`config.mk`:
```
export PLATFORM = sky130hd
export DESIGN_NAME = res_ctrl
export DESIGN_NICKNAME = d
export VERILOG_FILES = /design/src/rtl/core/res_pkg.sv /design/src/rtl/core/res_ctrl.sv
export SDC_FILE = /design/constraint.sdc
export NUM_CORES = 1
export LEC_CHECK = 0
export BUFFER_PORTS_ARGS = -buffer_cell sky130_fd_sc_hd__buf_4
export CAP_MARGIN = 20
export CORE_AREA = 10 10 47 49
export DETAILED_ROUTE_END_ITERATION = 16
export DIE_AREA = 0 0 57 59
export PLACE_DENSITY_LB_ADDON = 0.08
export RECOVER_POWER = 25
export SYNTH_ARGS = -nofsm -noshare
export SYNTH_HDL_FRONTEND = slang
export SYNTH_SLANG_ARGS = --single-unit
```
`constraint.sdc`:
```
create_clock -name clk -period 2.9 [get_ports clk]
set_input_delay 0.435 -clock clk [delete_from_list [all_inputs] [get_ports clk]]
set_output_delay 0.435 -clock clk [all_outputs]
set_load 0.05 [all_outputs]
```
`src/rtl/core/res_pkg.sv`:
```
package res_pkg;

  localparam int TableDepth = 64;
  localparam int MaxReplicas = 64;
  localparam int ExpTableEntries = 256;
  localparam int ReplicaWidth = 6;
  localparam int CountWidth = 7;
  localparam logic [31:0] Log2eQ22 = 32'd6051102;
  localparam logic [31:0] Ln2Q32 = 32'hB17217F8;

  typedef enum logic [1:0] {
    OP_LOAD   = 2'd0,
    OP_ENERGY = 2'd1,
    OP_PAIR   = 2'd2,
    OP_READ   = 2'd3
  } op_t;

  typedef enum logic [4:0] {
    ST_IDLE,
    ST_RD_MAP,
    ST_WAIT_MAP,
    ST_RD_TAB,
    ST_WAIT_TAB,
    ST_DIFF,
    ST_MAG,
    ST_MUL_LO,
    ST_MUL_HI,
    ST_MUL_SUM,
    ST_LOG_A,
    ST_LOG_B,
    ST_LOG_SUM,
    ST_TAB_RD,
    ST_INTERP_MUL,
    ST_INTERP_SUB,
    ST_DECIDE,
    ST_SWAP_A,
    ST_SWAP_B,
    ST_RESULT
  } state_t;

  typedef struct packed {
    logic load_write;
    logic energy_write;
    logic read_start;
    logic pair_start;
    logic rd_map;
    logic rd_tab;
    logic diff;
    logic mag;
    logic mul_lo;
    logic mul_hi;
    logic mul_sum;
    logic log_a;
    logic log_b;
    logic log_sum;
    logic tab_rd;
    logic interp_mul;
    logic interp_sub;
    logic decide;
    logic swap_a;
    logic swap_b;
    logic out_load;
  } cmd_t;

  typedef struct packed {
    logic fast_accept;
    logic out_busy;
  } status_t;

  // 2^(-t) for t in [0,1], Q.32, t in Q.32; evaluated as a constant table
  function automatic logic [63:0] neg_exp2_frac(input logic [63:0] t);
    logic [63:0] u;
    logic [63:0] term;
    logic signed [65:0] sum;
    logic [127:0] prod;
    prod = t * {32'd0, Ln2Q32};
    u = prod[95:32];
    term = 64'h1_0000_0000;
    sum = 66'sh1_0000_0000;
    for (int k = 1; k <= 12; k++) begin
      prod = term * u;
      term = prod[95:32] / 64'(k);
      if (k % 2 == 1) sum = sum - $signed({2'b00, term});
      else sum = sum + $signed({2'b00, term});
    end
    return (sum < 0) ? 64'd0 : sum[63:0];
  endfunction

  function automatic logic [32:0] exp2_entry(input int j, input int entries);
    logic [63:0] t;
    logic [63:0] v;
    t = (64'(j) << 32) / 64'(entries);
    v = neg_exp2_frac(t);
    return v[32:0];
  endfunction

endpackage

```
`src/rtl/core/res_ctrl.sv`:
```
module res_ctrl (
  input  logic            clk,
  input  logic            rst,
  input  logic            in_valid,
  output logic            in_stall,
  input  logic [1:0]      operation,
  input  res_pkg::status_t status,
  output res_pkg::cmd_t   cmd
);

  res_pkg::state_t state;
  res_pkg::state_t state_next;

  always_ff @(posedge clk) begin
    if (rst) begin
      state <= res_pkg::ST_IDLE;
    end else begin
      state <= state_next;
    end
  end

  always_comb begin
    state_next = state;
    cmd = '0;
    in_stall = 1'b1;
    unique case (state)
      res_pkg::ST_IDLE: begin
        in_stall = 1'b0;
        if (in_valid) begin
          unique case (operation)
            res_pkg::OP_LOAD: cmd.load_write = 1'b1;
            res_pkg::OP_ENERGY: cmd.energy_write = 1'b1;
            res_pkg::OP_READ: begin
              cmd.read_start = 1'b1;
              state_next = res_pkg::ST_RESULT;
            end
            default: begin
              cmd.pair_start = 1'b1;
              state_next = res_pkg::ST_RD_MAP;
            end
          endcase
        end
      end
      res_pkg::ST_RD_MAP: begin
        cmd.rd_map = 1'b1;
        state_next = res_pkg::ST_WAIT_MAP;
      end
      res_pkg::ST_WAIT_MAP: state_next = res_pkg::ST_RD_TAB;
      res_pkg::ST_RD_TAB: begin
        cmd.rd_tab = 1'b1;
        state_next = res_pkg::ST_WAIT_TAB;
      end
      res_pkg::ST_WAIT_TAB: state_next = res_pkg::ST_DIFF;
      res_pkg::ST_DIFF: begin
        cmd.diff = 1'b1;
        state_next = res_pkg::ST_MAG;
      end
      res_pkg::ST_MAG: begin
        cmd.mag = 1'b1;
        state_next = status.fast_accept ? res_pkg::ST_DECIDE : res_pkg::ST_MUL_LO;
      end
      res_pkg::ST_MUL_LO: begin
        cmd.mul_lo = 1'b1;
        state_next = res_pkg::ST_MUL_HI;
      end
      res_pkg::ST_MUL_HI: begin
        cmd.mul_hi = 1'b1;
        state_next = res_pkg::ST_MUL_SUM;
      end
      res_pkg::ST_MUL_SUM: begin
        cmd.mul_sum = 1'b1;
        state_next = res_pkg::ST_LOG_A;
      end
      res_pkg::ST_LOG_A: begin
        cmd.log_a = 1'b1;
        state_next = res_pkg::ST_LOG_B;
      end
      res_pkg::ST_LOG_B: begin
        cmd.log_b = 1'b1;
        state_next = res_pkg::ST_LOG_SUM;
      end
      res_pkg::ST_LOG_SUM: begin
        cmd.log_sum = 1'b1;
        state_next = res_pkg::ST_TAB_RD;
      end
      res_pkg::ST_TAB_RD: begin
        cmd.tab_rd = 1'b1;
        state_next = res_pkg::ST_INTERP_MUL;
      end
      res_pkg::ST_INTERP_MUL: begin
        cmd.interp_mul = 1'b1;
        state_next = res_pkg::ST_INTERP_SUB;
      end
      res_pkg::ST_INTERP_SUB: begin
        cmd.interp_sub = 1'b1;
        state_next = res_pkg::ST_DECIDE;
      end
      res_pkg::ST_DECIDE: begin
        cmd.decide = 1'b1;
        state_next = res_pkg::ST_SWAP_A;
      end
      res_pkg::ST_SWAP_A: begin
        cmd.swap_a = 1'b1;
        state_next = res_pkg::ST_SWAP_B;
      end
      res_pkg::ST_SWAP_B: begin
        cmd.swap_b = 1'b1;
        state_next = res_pkg::ST_RESULT;
      end
      res_pkg::ST_RESULT: begin
        if (!status.out_busy) begin
          cmd.out_load = 1'b1;
          state_next = res_pkg::ST_IDLE;
        end
      end
      default: state_next = res_pkg::ST_IDLE;
    endcase
  end

endmodule

```
Word level (Yosys, flattened, before mapping)
Cells that the tools add are included.
- register bits after elaboration: 5
- bits of input ports: 7
- output and inout bits: 22
- word-level logic and storage cells: 60
- equal/unequal tests: 24
- mux-type cells: 30
- reductions and logical operators: 5
- operator list (operator ; number):
    5-bit one-hot mux with 20 select lines ; 1
    5-bit by 4-bit == test with 1-bit output, second input constant ; 8
    1-bit 2-to-1 mux ; 23
    5-bit by 3-bit == test with 1-bit output, second input constant ; 4
    5-bit == test, second input constant ; 4
    5-bit 2-to-1 mux ; 3
    5-bit by 2-bit == test with 1-bit output, second input constant ; 2
    5-bit one-hot mux with 2 select lines ; 1
    4-bit 2-to-1 mux ; 2
    2-bit != test, second input constant ; 3
    5-bit by 1-bit == test with 1-bit output, second input constant ; 1
    5-bit zero test ; 1
    3-bit AND reduction ; 1
    3-bit OR reduction ; 1
    2-bit by 1-bit == test with 1-bit output, second input constant ; 1
    2-bit == test, second input constant ; 1
    2-bit zero test ; 1
    2-bit OR reduction ; 1

Depth between registers and ports, before layout
- depth in word-level cells: 5
- gate-level depth with buffers: 5

Worst setup path after synthesis
No wires, ideal clock.
- path type: flip-flop to output port
- start: register state[2]
- end: output port cmd[19] in the netlist's numbering
- arrival: 2.202 ns
- required time: 2.465 ns
- slack: 0.263 ns
- stages on the path, launching flop included: 5
- path through: dfxtp_1 -> or3_4 -> nor3_4 -> nand2_1 -> nor3b_1
- RTL lines (item ; RTL line ; RTL):
    start, declared ; res_ctrl.sv:11 ; res_pkg::state_t state;
    start signal, assigned ; res_ctrl.sv:16 ; state <= res_pkg::ST_IDLE;
    start signal, assigned ; res_ctrl.sv:18 ; state <= state_next;
    end, declared ; res_ctrl.sv:8 ; output res_pkg::cmd_t cmd

==> results.tsv <==
metric	value	unit
cts.sinks	5	
cp_num_cells	5	
max-vdd-ir-drop	0.2863	mV
antenna_found_initial	0	
fin_skew	0.0007861	ns
startpoint	state[2]$_SDFFE_PP0P_	
highest_layer	met4	
crit_required	2.47	ns
design.die.area	0.003363	mm²
syn_to_final_growth	44.84	%
syn_nets	81	
rows	14	
finalInstanceArea	719.4	µm²
synthTopCellsByCount	14 x nor2_1, 11 x nand2_1, 8 x nor3_1, 5 x dfxtp_1	
slew-limit-headroom	59.94	%
yosysMostFrequentCell	nor2_1	
ys_warn_count	0	
drv_slew	0	
reg2reg_slack	1.31	ns
dieHeight	59	µm
fin_ws	0.5250	ns
yosysTopAreaCell	dfxtp_1	
first_global_vias	582	
largest_reg_flops	5	
ios	29	
wl_met2	721	µm
grt_max_degree	15	
ys_seq_elements	5	
setup_tns	0	ns
die_w	57	µm
layout-drive-gt1-share	34.65	%
period_share	81.89	%
grt.total_usage	9.209	%
hold_viol	0	
grt-ovfl-total	0	
synth-edff-count	0	
path_cells	or3_4 > nor3_4 > nand2_1 > nor3b_1 > buf_4	
synthFlopType	dfxtp_1	
clockRootBuffer	clkbuf_4	
min_path_type	input pin to flop	
met3WireLength	183	µm
ant_nets	0	
synth_cell_types	31	
crit_fanout	12	
syn_area_per_cell	6.713	µm²
max_slew.worst_pin.slew	0.6035	ns
synth_area	496.7	µm²
dr.pass1.iters	4	
wl_met1	619	µm
insertion_delay	0.25	ns
dpl.hpwl	1262	µm
netlist_top_cells_area	dfxtp_1 20%, nor2_1 11%, nand2_1 8.3%	
numCtsBuffers	3	
cap_violations	0	
dpl_worst_slack	0.7791	ns
vias_per_cell	5.342	
cp_num_buf_inv	1	
cellPowerDensity	527.2	mW/mm²
cts_tree	yes	
cp_top_family	simple AND/OR/NAND/NOR gates	
nNetsFinal	109	
worstReg2RegEnd	state[0]$_SDFFE_PP0P_	
rsz0062_at_grt	false	
period_needed	2.375	ns
path_clk_slew	0.04	ns
port-buffer-count	28	
worst_path_max_delay_cell	or3_4	
p_total	0.3793	mW
worst_r2r_startpoint	state[1]$_SDFFE_PP0P_	
fmax	0.4211	GHz
ctsResizeCount	0	
crit_arrival	1.94	ns
clock_path_buffers	2	
grt_pass1_wl	2601	µm
initial_core_util	35.45	%
worstSetupPathType	flop to output port	
crit_path_end	cmd[17]	
crit_path_start_kind	flop	
htree_levels	1	
drc	0	
wl_per_cell	13.26	µm
slowest_delay	0.46	ns
endpoint_kind	output port	
synth_top_cell_area_share	20.15	%
place_congestion	0.7145	
synthCells	74	
drtIter0Drc	13	
largest_register	state	
placed_cell_area	700.7	µm²
core_area	0.001401	mm²
status	finished, final reports clean	
finalSetupViolCount	0	
synthArstFlopShare	0	%
num_antenna_cells	0	
reg_top3	state: 5 flops	
p_leak	0.3100	nW
ctsHoldBuffers	0	
wl	1552	µm
ys_seq_area_share	20.15	%
vias	625	
post_cts_buffers	0	
rr_worst_depth	3	
-- area by class of cell --
type | instances | area (µm²)
Clock buffer | 4 | 26.28
Fill cell | 160 | 681.9
Inverter | 2 | 7.507
Multi-Input combinational cell | 62 | 359.1
Sequential cell | 5 | 100.1
Tap cell | 16 | 20.02
Timing Repair Buffer | 28 | 206.4
-- routing by layer --
layer,GRT usage [%],vias up
li1,-,316
met2,14.26,28
met3,5.150,6
met5,0,-
met4,3.020,0
met1,10.48,275
-- worst min-delay path by stage --
stage | start | end | slack, ns | cells past startpoint
2_1_floorplan | rst | state[2]$_SDFFE_PP0P_ | 0.51 | 1
3_3_place_gp | rst | state[2]$_SDFFE_PP0P_ | 0.64 | 2
3_5_place_dp | rst | state[2]$_SDFFE_PP0P_ | 0.64 | 2
4_1_cts | rst | state[2]$_SDFFE_PP0P_ | 0.39 | 2
5_1_grt | rst | state[2]$_SDFFE_PP0P_ | 0.39 | 2
6_report | rst | state[2]$_SDFFE_PP0P_ | 0.38 | 2
-- power breakdown --
group / internal, mW / total [mW] / switching, mW / leakage [nW]
combinational: 0.0687 / 0.189 / 0.121 / 0.254
clock: 0.0523 / 0.0847 / 0.0324 / 0.0150
sequential: 0.0771 / 0.105 / 0.0281 / 0.0407
total: 0.198 / 0.379 / 0.181 / 0.310
-- placed cells by master (no fill, tap or decap), types with 2 or more instances in the layout --
master and n:
a21oi_1 2, buf_4 27, clkbuf_4 3, nor2_1 14
nor3b_1 2, nand2b_1 3, nand2_1 11, clkbuf_1 2
nor3_1 8, nor4_1 2, nand3b_1 2, o21ai_0 2
dfxtp_1 5
-- logic make-up after synthesis --
| logic type | synth area share [%] |
|---|---|
| AOI/OAI and AO/OA | 16.12 |
| DFF | 20.15 |
| and+or+nand+nor | 53.40 |
| buffers and inverters | 6.799 |
| xor gates and xnor gates | 3.527 |
-- per-stage QoR --
| step | hold slack [ns] | cells | utilization [%] |
|---|---|---|---|
| 5_1_grt | 0.3876 | 117 | 51.34 |
| 6_report | 0.3819 | 117 | 51.34 |
| 3_5_place_dp | 0.6441 | 113 | 50.00 |
| 3_3_place_gp | 0.6393 | 113 | 50.00 |
| 2_1_floorplan | 0.5118 | 74 | - |
| 4_1_cts | 0.3875 | 117 | 51.88 |
Power figures use the tool's default switching activity.
